## src/design/wsd_pkg.sv

```systemverilog
// ----------------------------------------------------------------------------
// wsd_pkg
// Shared types and constants of the WebAssembly section deframer: result
// status codes, configuration register indexes and the queue entry format.
// ----------------------------------------------------------------------------
`default_nettype none

package wsd_pkg;

    // Depth of the queue between parser and output stage
    localparam int unsigned QUEUE_DEPTH = 4;
    localparam int unsigned QUEUE_AW    = $clog2(QUEUE_DEPTH);

    // Configuration register indexes
    localparam logic [2:0] CFG_MAGIC_WORD       = 3'd0;
    localparam logic [2:0] CFG_VERSION_WORD     = 3'd1;
    localparam logic [2:0] CFG_SECTION_ID_LIMIT = 3'd2;
    localparam logic [2:0] CFG_CODE_SECTION_ID  = 3'd3;

    // Reset values of the configuration registers
    localparam logic [31:0] MAGIC_RESET   = 32'h6D73_6100;
    localparam logic [31:0] VERSION_RESET = 32'h0000_0001;
    localparam logic [7:0]  ID_LIMIT_RESET  = 8'd12;
    localparam logic [7:0]  CODE_ID_RESET   = 8'd10;

    // Record kinds
    localparam logic REC_SECTION = 1'b0;
    localparam logic REC_FINAL   = 1'b1;

    // Final status codes
    typedef enum logic [2:0] {
        ST_OK      = 3'd0,
        ST_MAGIC   = 3'd1,
        ST_VERSION = 3'd2,
        ST_ID      = 3'd3,
        ST_TRUNC   = 3'd4,
        ST_LEB     = 3'd5,
        ST_NOCODE  = 3'd6
    } status_t;

    // One queue entry: an optional section record and an optional final status
    typedef struct packed {
        logic        sec_valid;
        logic [7:0]  section_id;
        logic [31:0] section_size;
        logic [31:0] content_offset;
        logic        fin_valid;
        status_t     status;
    } entry_t;

    // Queue fill status seen by the parser
    typedef struct packed {
        logic full;
        logic empty;
    } queue_stat_t;

endpackage

`default_nettype wire

```

## src/design/wsd_if.sv

```systemverilog
// ----------------------------------------------------------------------------
// wsd_if
// Valid/ready channels of the deframer: the byte stream in and the record
// stream out.
// ----------------------------------------------------------------------------
`default_nettype none

interface wsd_byte_if;
    logic       valid;
    logic       ready;
    logic [7:0] data_byte;
    logic       end_of_file;

    modport source (output valid, output data_byte, output end_of_file, input ready);
    modport sink   (input valid, input data_byte, input end_of_file, output ready);
endinterface

interface wsd_rec_if;
    logic        valid;
    logic        ready;
    logic        record_kind;
    logic [7:0]  section_id;
    logic [31:0] section_size;
    logic [31:0] content_offset;
    logic [2:0]  status;
    logic        last;

    modport source (output valid, output record_kind, output section_id,
                    output section_size, output content_offset, output status,
                    output last, input ready);
    modport sink   (input valid, input record_kind, input section_id,
                    input section_size, input content_offset, input status,
                    input last, output ready);
endinterface

`default_nettype wire

```

## src/design/wsd_front.sv

```systemverilog
// ----------------------------------------------------------------------------
// wsd_front
// Byte parser: holds the configuration registers, checks magic and version,
// frames sections and pushes section records and the final status into the
// queue, one byte a cycle while the queue has room.
// ----------------------------------------------------------------------------
`default_nettype none

module wsd_front
    import wsd_pkg::*;
(
    input  wire logic        clk,
    input  wire logic        rst_n,
    input  wire logic        cfg_wr_en,
    input  wire logic [2:0]  cfg_index,
    input  wire logic [31:0] cfg_data,
    wsd_byte_if.sink         byte_ch,
    input  wire queue_stat_t q_stat,
    output logic             q_push,
    output entry_t           q_entry
);

    typedef enum logic [5:0] {
        PH_MAGIC   = 6'b000001,
        PH_VERSION = 6'b000010,
        PH_ID      = 6'b000100,
        PH_SIZE    = 6'b001000,
        PH_SKIP    = 6'b010000,
        PH_DRAIN   = 6'b100000
    } phase_t;

    logic [31:0] magic_reg;
    logic [31:0] version_reg;
    logic [7:0]  id_limit_reg;
    logic [7:0]  code_id_reg;

    phase_t      phase_reg, phase_next;
    logic [31:0] shift_reg, shift_next;
    logic [2:0]  count_reg, count_next;
    logic [31:0] leb_reg, leb_next;
    logic [31:0] skip_reg, skip_next;
    logic [31:0] offset_reg, offset_next;
    logic [7:0]  id_reg, id_next;
    logic        code_seen_reg, code_seen_next;
    status_t     error_reg, error_next;

    logic        accept;
    logic [31:0] shift_or;
    logic [31:0] leb_or;
    logic [6:0]  leb_bits;
    logic        leb_more;
    logic [2:0]  count_inc;
    logic        sec_valid;
    status_t     fin_status;

    // Take a byte whenever the queue has room
    assign byte_ch.ready = !q_stat.full;
    assign accept        = byte_ch.valid && byte_ch.ready;

    assign leb_bits  = byte_ch.data_byte[6:0];
    assign leb_more  = byte_ch.data_byte[7];
    assign count_inc = count_reg + 3'd1;

    // Place the byte into the little-endian word
    always_comb
    begin
        case (count_reg[1:0])
            2'd0:    shift_or = shift_reg | {24'd0, byte_ch.data_byte};
            2'd1:    shift_or = shift_reg | {16'd0, byte_ch.data_byte, 8'd0};
            2'd2:    shift_or = shift_reg | {8'd0, byte_ch.data_byte, 16'd0};
            default: shift_or = shift_reg | {byte_ch.data_byte, 24'd0};
        endcase
    end

    // Place seven LEB bits at their group; the fifth group keeps four bits
    always_comb
    begin
        case (count_reg)
            3'd0:    leb_or = leb_reg | {25'd0, leb_bits};
            3'd1:    leb_or = leb_reg | {18'd0, leb_bits, 7'd0};
            3'd2:    leb_or = leb_reg | {11'd0, leb_bits, 14'd0};
            3'd3:    leb_or = leb_reg | {4'd0, leb_bits, 21'd0};
            default: leb_or = leb_reg | {leb_bits[3:0], 28'd0};
        endcase
    end

    // Advance the parse state by one byte
    always_comb
    begin
        phase_next     = phase_reg;
        shift_next     = shift_reg;
        count_next     = count_reg;
        leb_next       = leb_reg;
        skip_next      = skip_reg;
        offset_next    = offset_reg + 32'd1;
        id_next        = id_reg;
        code_seen_next = code_seen_reg;
        error_next     = error_reg;
        sec_valid      = 1'b0;
        fin_status     = ST_OK;

        case (phase_reg)
            PH_MAGIC, PH_VERSION:
            begin
                shift_next = shift_or;
                count_next = count_inc;
                if (count_inc[2])
                begin
                    if (shift_or != ((phase_reg == PH_MAGIC) ? magic_reg : version_reg))
                    begin
                        phase_next = PH_DRAIN;
                        error_next = (phase_reg == PH_MAGIC) ? ST_MAGIC : ST_VERSION;
                    end
                    else
                    begin
                        phase_next = (phase_reg == PH_MAGIC) ? PH_VERSION : PH_ID;
                        shift_next = 32'd0;
                        count_next = 3'd0;
                    end
                end
            end
            PH_ID:
            begin
                if (byte_ch.data_byte >= id_limit_reg)
                begin
                    phase_next = PH_DRAIN;
                    error_next = ST_ID;
                end
                else
                begin
                    id_next    = byte_ch.data_byte;
                    phase_next = PH_SIZE;
                    count_next = 3'd0;
                    leb_next   = 32'd0;
                end
            end
            PH_SIZE:
            begin
                if (count_reg >= 3'd4 && (leb_more || leb_bits > 7'h0F))
                begin
                    phase_next = PH_DRAIN;
                    error_next = ST_LEB;
                end
                else
                begin
                    leb_next   = leb_or;
                    count_next = count_inc;
                    if (!leb_more)
                    begin
                        sec_valid  = 1'b1;
                        count_next = 3'd0;
                        if (id_reg == code_id_reg)
                        begin
                            code_seen_next = 1'b1;
                        end
                        if (leb_or == 32'd0)
                        begin
                            phase_next = PH_ID;
                        end
                        else
                        begin
                            skip_next  = leb_or;
                            phase_next = PH_SKIP;
                        end
                    end
                end
            end
            PH_SKIP:
            begin
                skip_next = skip_reg - 32'd1;
                if (skip_next == 32'd0)
                begin
                    phase_next = PH_ID;
                end
            end
            default:
            begin
                phase_next = PH_DRAIN;
            end
        endcase

        // Work out the final status from the state this byte leaves
        case (phase_next)
            PH_ID:   fin_status = code_seen_next ? ST_OK : ST_NOCODE;
            PH_SKIP: fin_status = code_seen_next ? ST_TRUNC : ST_NOCODE;
            PH_MAGIC, PH_VERSION, PH_SIZE: fin_status = ST_TRUNC;
            default: fin_status = error_next;
        endcase

        // End of file: return the parse state to reset for the next file
        if (byte_ch.end_of_file)
        begin
            phase_next     = PH_MAGIC;
            shift_next     = 32'd0;
            count_next     = 3'd0;
            leb_next       = 32'd0;
            skip_next      = 32'd0;
            offset_next    = 32'd0;
            id_next        = 8'd0;
            code_seen_next = 1'b0;
            error_next     = ST_OK;
        end
    end

    // Build the queue entry
    always_comb
    begin
        q_entry.sec_valid      = sec_valid;
        q_entry.section_id     = id_reg;
        q_entry.section_size   = leb_or;
        q_entry.content_offset = offset_reg + 32'd1;
        q_entry.fin_valid      = byte_ch.end_of_file;
        q_entry.status         = fin_status;
    end

    assign q_push = accept && (sec_valid || byte_ch.end_of_file);

    // Configuration registers
    always_ff @(posedge clk or negedge rst_n)
    begin
        if (!rst_n)
        begin
            magic_reg    <= MAGIC_RESET;
            version_reg  <= VERSION_RESET;
            id_limit_reg <= ID_LIMIT_RESET;
            code_id_reg  <= CODE_ID_RESET;
        end
        else if (cfg_wr_en)
        begin
            case (cfg_index)
                CFG_MAGIC_WORD:       magic_reg    <= cfg_data;
                CFG_VERSION_WORD:     version_reg  <= cfg_data;
                CFG_SECTION_ID_LIMIT: id_limit_reg <= cfg_data[7:0];
                CFG_CODE_SECTION_ID:  code_id_reg  <= cfg_data[7:0];
                default:              ;
            endcase
        end
    end

    // Parse state
    always_ff @(posedge clk or negedge rst_n)
    begin
        if (!rst_n)
        begin
            phase_reg     <= PH_MAGIC;
            shift_reg     <= 32'd0;
            count_reg     <= 3'd0;
            leb_reg       <= 32'd0;
            skip_reg      <= 32'd0;
            offset_reg    <= 32'd0;
            id_reg        <= 8'd0;
            code_seen_reg <= 1'b0;
            error_reg     <= ST_OK;
        end
        else if (accept)
        begin
            phase_reg     <= phase_next;
            shift_reg     <= shift_next;
            count_reg     <= count_next;
            leb_reg       <= leb_next;
            skip_reg      <= skip_next;
            offset_reg    <= offset_next;
            id_reg        <= id_next;
            code_seen_reg <= code_seen_next;
            error_reg     <= error_next;
        end
    end

endmodule

`default_nettype wire

```

## src/design/wsd_queue.sv

```systemverilog
// ----------------------------------------------------------------------------
// wsd_queue
// Short register queue of parser entries between parser and output stage.
// ----------------------------------------------------------------------------
`default_nettype none

module wsd_queue
    import wsd_pkg::*;
(
    input  wire logic   clk,
    input  wire logic   rst_n,
    input  wire logic   push,
    input  wire entry_t push_entry,
    input  wire logic   pop,
    output entry_t      head,
    output queue_stat_t stat
);

    entry_t                store_reg [QUEUE_DEPTH];
    logic [QUEUE_AW-1:0]   wr_ptr_reg;
    logic [QUEUE_AW-1:0]   rd_ptr_reg;
    logic [QUEUE_AW:0]     count_reg;

    assign stat.full  = (count_reg == (QUEUE_AW+1)'(QUEUE_DEPTH));
    assign stat.empty = (count_reg == '0);
    assign head       = store_reg[rd_ptr_reg];

    // Write the entry at the tail
    always_ff @(posedge clk)
    begin
        if (push)
        begin
            store_reg[wr_ptr_reg] <= push_entry;
        end
    end

    // Advance pointers and fill count
    always_ff @(posedge clk or negedge rst_n)
    begin
        if (!rst_n)
        begin
            wr_ptr_reg <= '0;
            rd_ptr_reg <= '0;
            count_reg  <= '0;
        end
        else
        begin
            if (push)
            begin
                wr_ptr_reg <= wr_ptr_reg + QUEUE_AW'(1);
            end
            if (pop)
            begin
                rd_ptr_reg <= rd_ptr_reg + QUEUE_AW'(1);
            end
            if (push && !pop)
            begin
                count_reg <= count_reg + (QUEUE_AW+1)'(1);
            end
            else if (pop && !push)
            begin
                count_reg <= count_reg - (QUEUE_AW+1)'(1);
            end
        end
    end

endmodule

`default_nettype wire

```

## src/design/wsd_back.sv

```systemverilog
// ----------------------------------------------------------------------------
// wsd_back
// Output stage: pops queue entries and presents one record a cycle, while the
// receiver is ready, from an output register; an entry with both a section
// record and a final status takes two transfers.
// ----------------------------------------------------------------------------
`default_nettype none

module wsd_back
    import wsd_pkg::*;
(
    input  wire logic        clk,
    input  wire logic        rst_n,
    input  wire entry_t      head,
    input  wire queue_stat_t q_stat,
    output logic             pop,
    wsd_rec_if.source        rec_ch
);

    logic        valid_reg;
    logic        kind_reg;
    logic [7:0]  id_reg;
    logic [31:0] size_reg;
    logic [31:0] offset_reg;
    status_t     status_reg;
    logic        pend_reg;
    status_t     pend_status_reg;
    logic        load;

    // Reload the output register when empty or when its record is taken
    assign load = !valid_reg || rec_ch.ready;
    assign pop  = load && !pend_reg && !q_stat.empty;

    assign rec_ch.valid          = valid_reg;
    assign rec_ch.record_kind    = kind_reg;
    assign rec_ch.section_id     = id_reg;
    assign rec_ch.section_size   = size_reg;
    assign rec_ch.content_offset = offset_reg;
    assign rec_ch.status         = status_reg;
    assign rec_ch.last           = kind_reg;

    // Control: output valid and held final status
    always_ff @(posedge clk or negedge rst_n)
    begin
        if (!rst_n)
        begin
            valid_reg <= 1'b0;
            pend_reg  <= 1'b0;
        end
        else if (load)
        begin
            if (pend_reg)
            begin
                valid_reg <= 1'b1;
                pend_reg  <= 1'b0;
            end
            else if (pop)
            begin
                valid_reg <= 1'b1;
                pend_reg  <= head.sec_valid && head.fin_valid;
            end
            else
            begin
                valid_reg <= 1'b0;
            end
        end
    end

    // Payload of the output register
    always_ff @(posedge clk)
    begin
        if (load)
        begin
            if (pend_reg || (pop && !head.sec_valid))
            begin
                kind_reg   <= REC_FINAL;
                id_reg     <= 8'd0;
                size_reg   <= 32'd0;
                offset_reg <= 32'd0;
                status_reg <= pend_reg ? pend_status_reg : head.status;
            end
            else if (pop)
            begin
                kind_reg        <= REC_SECTION;
                id_reg          <= head.section_id;
                size_reg        <= head.section_size;
                offset_reg      <= head.content_offset;
                status_reg      <= ST_OK;
                pend_status_reg <= head.status;
            end
        end
    end

endmodule

`default_nettype wire

```

## src/design/wasm_section_deframer_top.sv

```systemverilog
// ----------------------------------------------------------------------------
// wasm_section_deframer_top
// Streaming section framer for WebAssembly module files: checks magic and
// version, frames sections and reports one record per section header and a
// final status per file.
//
//  channel   dir  handshake     payload
//  byte_ch   in   valid/ready   data_byte[7:0], end_of_file
//  rec_ch    out  valid/ready   record_kind, section_id[7:0], section_size[31:0],
//                               content_offset[31:0], status[2:0], last
//  cfg       in   cfg_wr_en     cfg_index[2:0], cfg_data[31:0]
//
// One byte is accepted per cycle while the four-entry queue has room; the
// parser updates its state in that cycle. Each record leaves from the output
// register, loaded from the queue head when empty or taken; a byte that gives
// both a section record and a final status needs two output transfers.
// Reset is asynchronous, active low, and starts a new file at offset zero.
// A stall on rec_ch fills the queue, after which byte_ch.ready drops.
// ----------------------------------------------------------------------------
`default_nettype none

module wasm_section_deframer_top
    import wsd_pkg::*;
(
    input  wire logic        clk,
    input  wire logic        rst_n,
    input  wire logic        cfg_wr_en,
    input  wire logic [2:0]  cfg_index,
    input  wire logic [31:0] cfg_data,
    wsd_byte_if.sink         byte_ch,
    wsd_rec_if.source        rec_ch
);

    logic        q_push;
    logic        q_pop;
    entry_t      q_entry;
    entry_t      q_head;
    queue_stat_t q_stat;

    wsd_front u_front (
        .clk       (clk),
        .rst_n     (rst_n),
        .cfg_wr_en (cfg_wr_en),
        .cfg_index (cfg_index),
        .cfg_data  (cfg_data),
        .byte_ch   (byte_ch),
        .q_stat    (q_stat),
        .q_push    (q_push),
        .q_entry   (q_entry)
    );

    wsd_queue u_queue (
        .clk        (clk),
        .rst_n      (rst_n),
        .push       (q_push),
        .push_entry (q_entry),
        .pop        (q_pop),
        .head       (q_head),
        .stat       (q_stat)
    );

    wsd_back u_back (
        .clk    (clk),
        .rst_n  (rst_n),
        .head   (q_head),
        .q_stat (q_stat),
        .pop    (q_pop),
        .rec_ch (rec_ch)
    );

    // Never push into a full queue
    a_no_overflow: assert property (@(posedge clk) disable iff (!rst_n)
        q_push |-> !q_stat.full)
        else $error("push into full queue");

    // Never pop an empty queue
    a_no_underflow: assert property (@(posedge clk) disable iff (!rst_n)
        q_pop |-> !q_stat.empty)
        else $error("pop from empty queue");

    // A section record carries status ok and is never the last record
    a_section_fields: assert property (@(posedge clk) disable iff (!rst_n)
        (rec_ch.valid && rec_ch.record_kind == REC_SECTION)
            |-> (rec_ch.status == ST_OK && !rec_ch.last))
        else $error("section record with status or last set");

    // A queue entry with a record leads to a valid output in the next cycle
    a_output_follows: assert property (@(posedge clk) disable iff (!rst_n)
        q_pop |=> rec_ch.valid)
        else $error("popped entry not presented");

endmodule

`default_nettype wire

```

## src/flat_wrapper.sv

```systemverilog
// flat-port wrapper written by rule: the top's interface ports become plain ports
module wasm_section_deframer_top_flat import wsd_pkg::*;
  (clk, rst_n, cfg_wr_en, cfg_index, cfg_data, byte_ch_valid, byte_ch_data_byte, byte_ch_end_of_file, byte_ch_ready, rec_ch_valid, rec_ch_record_kind, rec_ch_section_id, rec_ch_section_size, rec_ch_content_offset, rec_ch_status, rec_ch_last, rec_ch_ready);
  wsd_byte_if byte_ch_i ();
  wsd_rec_if rec_ch_i ();
  input  wire logic clk;
  input  wire logic rst_n;
  input  wire logic cfg_wr_en;
  input  wire logic [2:0] cfg_index;
  input  wire logic [31:0] cfg_data;
  input wire logic [$bits(byte_ch_i.valid)-1:0] byte_ch_valid;
  input wire logic [$bits(byte_ch_i.data_byte)-1:0] byte_ch_data_byte;
  input wire logic [$bits(byte_ch_i.end_of_file)-1:0] byte_ch_end_of_file;
  output wire logic [$bits(byte_ch_i.ready)-1:0] byte_ch_ready;
  output wire logic [$bits(rec_ch_i.valid)-1:0] rec_ch_valid;
  output wire logic [$bits(rec_ch_i.record_kind)-1:0] rec_ch_record_kind;
  output wire logic [$bits(rec_ch_i.section_id)-1:0] rec_ch_section_id;
  output wire logic [$bits(rec_ch_i.section_size)-1:0] rec_ch_section_size;
  output wire logic [$bits(rec_ch_i.content_offset)-1:0] rec_ch_content_offset;
  output wire logic [$bits(rec_ch_i.status)-1:0] rec_ch_status;
  output wire logic [$bits(rec_ch_i.last)-1:0] rec_ch_last;
  input wire logic [$bits(rec_ch_i.ready)-1:0] rec_ch_ready;
  assign byte_ch_i.valid = byte_ch_valid;
  assign byte_ch_i.data_byte = byte_ch_data_byte;
  assign byte_ch_i.end_of_file = byte_ch_end_of_file;
  assign byte_ch_ready = byte_ch_i.ready;
  assign rec_ch_valid = rec_ch_i.valid;
  assign rec_ch_record_kind = rec_ch_i.record_kind;
  assign rec_ch_section_id = rec_ch_i.section_id;
  assign rec_ch_section_size = rec_ch_i.section_size;
  assign rec_ch_content_offset = rec_ch_i.content_offset;
  assign rec_ch_status = rec_ch_i.status;
  assign rec_ch_last = rec_ch_i.last;
  assign rec_ch_i.ready = rec_ch_ready;
  wasm_section_deframer_top u_core (.clk(clk), .rst_n(rst_n), .cfg_wr_en(cfg_wr_en), .cfg_index(cfg_index), .cfg_data(cfg_data), .byte_ch(byte_ch_i), .rec_ch(rec_ch_i));
endmodule
```

## config.mk

```make
export PLATFORM = sky130hd
export DESIGN_NAME = wasm_section_deframer_top_flat
export DESIGN_NICKNAME = d
export VERILOG_FILES = /design/src/design/wsd_pkg.sv /design/src/design/wsd_if.sv /design/src/design/wsd_front.sv /design/src/design/wsd_queue.sv /design/src/design/wsd_back.sv /design/src/design/wasm_section_deframer_top.sv /design/src/flat_wrapper.sv
export SDC_FILE = /design/constraint.sdc
export NUM_CORES = 1
export LEC_CHECK = 0
export ABC_AREA = 1
export BUFFER_PORTS_ARGS = -buffer_cell sky130_fd_sc_hd__buf_2
export CAP_MARGIN = 20
export CORE_MARGIN = 1.5
export CORE_UTILIZATION = 55
export DETAILED_ROUTE_END_ITERATION = 12
export PLACE_DENSITY = 0.76
export SLEW_MARGIN = 20
export SYNTH_ARGS = -nofsm -noshare
export SYNTH_HDL_FRONTEND = slang
export SYNTH_HIERARCHICAL = 1
export SYNTH_SLANG_ARGS = --single-unit
export TNS_END_PERCENT = 100
```

## constraint.sdc

```tcl
create_clock -name clk -period 4.17 [get_ports clk]
set_input_delay 0.417 -clock clk [delete_from_list [all_inputs] [get_ports clk]]
set_output_delay 0.417 -clock clk [all_outputs]
set_load 0.02 [all_outputs]
```

Word-level counts from Yosys, hierarchy flattened

Memories as Yosys holds them, arrays and structs flattened.
Cells that the tools add are included.

Flip-flop bits (word level): 317
Word-level logic and storage cells: 187
Bits of input ports: 49
Bits in latches: 0
Bits in read-only memories: 0
Memory bits (writable): 308
Output and inout bits: 79
Memories: 1

Memory list:

| name                     | depth | width | read ports | clocked after Yosys merged registers in | write ports | RTL line        | text |
|---|---|---|---|---|---|---|---|
| u_core.u_queue.store_reg | 4     | 77    | 1          | 0                                       | 1           | wsd_queue.sv:19 | `entry_t store_reg [QUEUE_DEPTH];` |

Order comparisons: 3
Divide/modulo/power cells: 0
Multiplexer cells: 70
Bitwise logic cells: 10
Reduce and logical (&&, ||, !) cells: 46
Add/sub/neg operators: 7
Multiply operators: 0
Shifts and indexed selects: 0
Equal/unequal tests: 26

Operators with widths:

| operator                                                             | number |
|---|---|
| 32-bit two-way mux                                                   | 15 |
| 32-bit one-hot mux with 2 select lines                               | 2 |
| 32-bit one-hot mux with 4 select lines                               | 1 |
| 32-bit one-hot mux with 3 select lines                               | 1 |
| 32-bit logical NOT                                                   | 2 |
| 32-bit OR                                                            | 2 |
| 3-bit two-way mux                                                    | 18 |
| 6-bit two-way mux                                                    | 7 |
| 32-bit by 1-bit adder with 32-bit output, second input constant      | 1 |
| 8-bit two-way mux                                                    | 4 |
| 32-bit inequality test                                               | 1 |
| 32-bit by 14-bit OR with 32-bit output                               | 1 |
| 32-bit by 16-bit OR with 32-bit output                               | 1 |
| 32-bit by 21-bit OR with 32-bit output                               | 1 |
| 32-bit by 24-bit OR with 32-bit output                               | 1 |
| 32-bit by 28-bit OR with 32-bit output                               | 1 |
| 32-bit by 7-bit OR with 32-bit output                                | 1 |
| 32-bit by 8-bit OR with 32-bit output                                | 1 |
| 32-bit by 1-bit subtractor with 32-bit output, second input constant | 1 |
| 3-bit one-hot mux with 3 select lines                                | 3 |
| 6-bit one-hot mux with 4 select lines                                | 1 |
| 1-bit two-way mux                                                    | 15 |
| 3-bit by 2-bit == test with 1-bit output, second input constant      | 4 |
| 6-bit by 1-bit == test with 1-bit output, second input constant      | 2 |
| 34 further kinds                                                     | 75 |

Depth between registers and ports, before layout

Word-level depth: 11
Gate-level depth with buffers: 24
Gate-level depth less buffers: 23

Hierarchy

Netlist, hierarchy kept.

By module, submodules not included:

| module    | instances | cells each | seq. area each (um2) | area each (um2) |
|---|---|---|---|---|
| wsd_front | 1         | 1961       | 5754.3               | 13731.9 |
| wsd_queue | 1         | 946        | 9424.0               | 12534.5 |
| wsd_back  | 1         | 260        | 2422.3               | 3310.7 |

Worst setup path before layout

OpenSTA, ideal clock, no wires.

Kind: register to register
Start point: register u_core.u_front.phase_reg[5]
End point: memory u_core/u_queue/store_reg[0][0] in the netlist's numbering, enable pin
Library setup time: 0.431 ns
Clock period less this slack: 3.909 ns
Cell stages (with the launch flop): 12
Required time: 3.739 ns
Setup slack: 0.261 ns
Path buffers: 2
Arrival time: 3.478 ns
Cells stage by stage: dfrtp_1 nor2_4 buf_2 nand4_2 nor2_1 inv_1 nor2_1 inv_1 a21oi_1 clkbuf_1 nand2_1 inv_1

Cells in the longest elaborated chain, start to end: 6

Ends and longest elaborated chain:

| item                                     | RTL line                        | text |
|---|---|---|
| start, declared                          | wsd_front.sv:37                 | `phase_t phase_reg, phase_next;` |
| start signal, assigned                   | wsd_front.sv:257                | `phase_reg <= phase_next;` |
| 6-bit by 4-bit == test with 1-bit output | wsd_front.sv:102                | `case (phase_reg)` |
| 1-bit two-way mux                        | wsd_front.sv:102                |  |
| named net u_core.u_front.sec_valid       | wsd_front.sv:53                 | `logic sec_valid;` |
| 1-bit logical OR                         | wsd_front.sv:216                | `assign q_push = accept && (sec_valid \|\| byte_ch.end_of_file);` |
| 1-bit logical AND                        | wsd_front.sv:216                |  |
| named net u_core.q_push                  | wasm_section_deframer_top.sv:34 | `logic q_push;` |
| 1-bit two-way mux                        | wsd_queue.sv:31                 | `if (push)` |
| 1-bit two-way mux (implied by the code)  | wsd_queue.sv:33                 | `store_reg[wr_ptr_reg] <= push_entry;` |
| end, declared                            | wsd_queue.sv:19                 |  |

The timed path passes the listed nets, and every way through them passes these cells.

Worst setup path after layout

Start point: register u_core.u_front.count_reg[0]
End point: register u_core.u_front.shift_reg[7]

Cells in the longest elaborated chain, start to end: 7
Elaborated cells between the ends (all ways): 10
Those cells by class: add/sub: 1; eq/ne: 3; mux: 5; reduce/logical: 1

Ends and longest elaborated chain:

| item                                   | RTL line         | text |
|---|---|---|
| start, declared                        | wsd_front.sv:39  | `logic [2:0] count_reg, count_next;` |
| start signal, assigned                 | wsd_front.sv:259 | `count_reg <= count_next;` |
| 2-bit == test (tied with other cells)  | wsd_front.sv:67  | `case (count_reg[1:0])` |
| 32-bit one-hot mux with 3 select lines | wsd_front.sv:67  |  |
| 32-bit inequality test                 | wsd_front.sv:109 | `if (shift_or != ((phase_reg == PH_MAGIC) ? magic_reg : version_reg))` |
| 32-bit two-way mux                     | wsd_front.sv:109 |  |
| 32-bit two-way mux (*)                 | wsd_front.sv:107 | `if (count_inc[2])` |
| 32-bit two-way mux (*)                 | wsd_front.sv:102 |  |
| 32-bit two-way mux (*)                 | wsd_front.sv:191 | `if (byte_ch.end_of_file)` |
| end signal, assigned                   | wsd_front.sv:258 | `shift_reg <= shift_next;` |
| end, declared                          | wsd_front.sv:38  | `logic [31:0] shift_reg, shift_next;` |

Every way passes the cells marked *; elsewhere a longest branch is shown, timed or not. The select of a mux whose other input is x is not followed.
A chain may end at the register's enable or synchronous reset.

==> flow_summary.ini <==
[die]
num_rows = 84
die_height_um = 235
start_util_pct = 55.9
die_area_sq_um = 55200
die-width_um = 235
core_area_sq_um = 52900
pin_count = 128

[synthesis]
synth_top_area_share_pct = 39.3
synth_largest_area_cell = edfxtp_1
syn_inst = 3167
synth_ff_type = edfxtp_1
syn-num-nets = 3239
synth-async-reset-ratio_pct = 38.1
synth-edff-count = 387
syn_area_sq_um = 29600
synthTopCellsByArea = edfxtp_1 39%, dfrtp_1 19%, nand2_1 10%
syn_area_per_cell_sq_um = 9.34
ys_ff_latch = 625
synth_common_cells = 790 x nand2_1, 586 x inv_1, 387 x edfxtp_1
synth_most_common_cell = nand2_1
seq_area_frac_synth_pct = 59.5
synth.distinct_cells = 49
yosysWarnings = 6

[power]
power_frac_comb_pct = 38.4
power.total_uw = 23700
p_leak_uw = 0.0152
peakVddDrop_uv = 409
power_switching_uw = 9340
p_sw_share_pct = 39.4
internal_power_uw = 14300
power_density_nw_per_um2 = 712
power_frac_seq_pct = 36.8
clkPwrFrac_pct = 24.8

[place]
routabilityCongestion = 0.916
portBuffers = 127
dp_cells = 3920
dp.final_hpwl_mm = 47.4

[setup_path]
cp_top_family = simple AND/OR/NAND/NOR gates
cpMaxStageDelayCell = nand3_2
critPathBufInv = 4
crit_fanout = 32
crit_path_max_incr_delay_ps = 490
crit_required_ps = 4610
cp-start-kind = flip-flop
crit_type = flip-flop to flip-flop
end_kind = flip-flop
arrival_ps = 4100
cpMostUsedCell = nand2_1
crit_chain = inv_1 -> ha_1 -> nor2_1 -> nand2_1 -> buf_4 -> nand2_1 -> inv_1 -> nand3_1 -> nand2_1 -> nand2_1 -> nor2_1 -> nand2_1 -> nor2_1 -> nand2_1 -> nor2_1 -> inv_1 -> nand3_2 -> o22ai_1

[clock_tree]
clkTransAtPathRegs_ps = 60
cts-root-buf = clkbuf_16
cts_resized = 0
cts_tree = yes
clkSinkCount = 625
cts_max_path_buffers = 3
htreeDepth = 3
cts_hold_repair.buffers = 1
cts_setup_buffers = 0
clk_latency_ps = 620
cts_made_buffers = 66

[global_route]
grt_pass1_wl_mm = 115
gr-total-overflow = 0
grt_max_degree = 123
grt_usage_pct = 26.2
grt_pass1_vias = 21800
antenna_found_initial = 0

[drt]
wl_per_cell_um = 17.8
drtIter0Drc = 1873
dr.pass1.iters = 5
ant_nets = 0
route.vias.total = 22400
drc_errors = 0
viasPerCell = 5.54
drt-total-wl_mm = 72.1

[final_layout]
drive_above_1_share_pct = 11.1
antenna_cells = 0
layout.cells.non_filler = 4043
syn2layout_area_growth_pct = 12.5
layout.nets = 3374
utilization_pct = 62.9
largest_reg_flops = 308

[timing]
final.setup.tns_ps = 0
setup-violations-final = 0
fin_crit_sh_pct = 87.8
max_freq_mhz = 273
max_slew_margin_pct = 32.8
drv_slew = 0
worst_pin_slew_ps = 1010
rsz0062_at_grt = no
finClkSkew_ps = 20.3
period_minus_slack_ps = 3660
finalHoldViolations = 0

[run_status]
outcome = completed

[min_path]
hold_path.class = input pin to flip-flop

[flow_run]
maxCapViolCount = 0
## power groups by stage
stage               registers (uW)  clock network [uW]  logic [uW]
finish                        8720                5870        9100
CTS                           8720                5970        9070
floorplan                     9190                   0        6210
detailed placement            8830                   0        9010
global route                  8840                6210       10100
global placement              8790                   0        8790
## tightest hold or removal path, cell delays in order
cell	delay (ps)
buf_2	90
inv_1	50
o21ai_0	80
## cells by family after synthesis
logic type | Yosys count | synth area share, %
fa+ha+maj | 23 | 0.998
compound gates | 522 | 11.0
flops | 625 | 59.5
simple gates | 1239 | 17.5
xor+xnor | 35 | 1.04
buf+inv | 723 | 9.95
## layout make-up
type / instances / area [sq um]
Timing Repair Buffer: 196 / 1340
Multi-Input combinational cell: 1819 / 9050
Clock inverter: 26 / 297
Tap cell: 688 / 861
Sequential cell: 625 / 17600
Clock buffer: 95 / 1860
Fill cell: 4225 / 19600
Inverter: 594 / 2240
## metrics by stage
stage	cell area, sq um	hold slack (ps)	setup WS [ps]
floorplan	29600	121	261
global placement	31000	463	697
detailed placement	31100	472	590
CTS	33200	14.5	581
global route	33300	62.3	237
finish	33300	35.3	510
## worst paths after layout
path	startpoint	endpoint	slack, ps	cells past startpoint
setup / recovery	u_core/u_front/count_reg[0]	u_core/u_front/shift_reg[7]	510	18
hold / removal	cfg_data[16]	u_core/u_front/magic_reg[16]	40	3
hold reg to reg	u_core/u_front/version_reg[21]	u_core/u_front/version_reg[21]	490	2
max in group asynchronous	rst_n	u_core/u_front/id_limit_reg[3]	2580	4
min in group asynchronous	rst_n	u_core/u_front/version_reg[24]	340	2
setup reg to reg	u_core/u_front/count_reg[0]	u_core/u_front/shift_reg[7]	510	18
## layout by cell type, fill, tap and decap left out, types with 19 or more instances in the layout
| cell | n |
|---|---|
| nor2_1 | 193 |
| nand4_1 | 44 |
| clkbuf_16 | 69 |
| dfstp_2 | 19 |
| buf_4 | 55 |
| clkbuf_1 | 22 |
| o2111ai_1 | 21 |
| nand3_1 | 126 |
| a21oi_1 | 31 |
| buf_2 | 126 |
| edfxtp_1 | 387 |
| o21ai_0 | 213 |
| nor3_1 | 20 |
| ha_1 | 22 |
| o211ai_1 | 166 |
| inv_1 | 581 |
| o22ai_1 | 63 |
| nand2_1 | 790 |
| xor2_1 | 29 |
| nor2_2 | 31 |
| dfrtp_1 | 217 |
## layer usage
metal,track usage [%],up-vias,share of wire [%]
li1,-,10700,-
met1,35.6,10700,43
met2,43.1,841,47
met3,3.95,136,7.2
met4,9.35,0,2.9
met5,0,-,0
No activity file was read; power rests on OpenSTA's default activity.
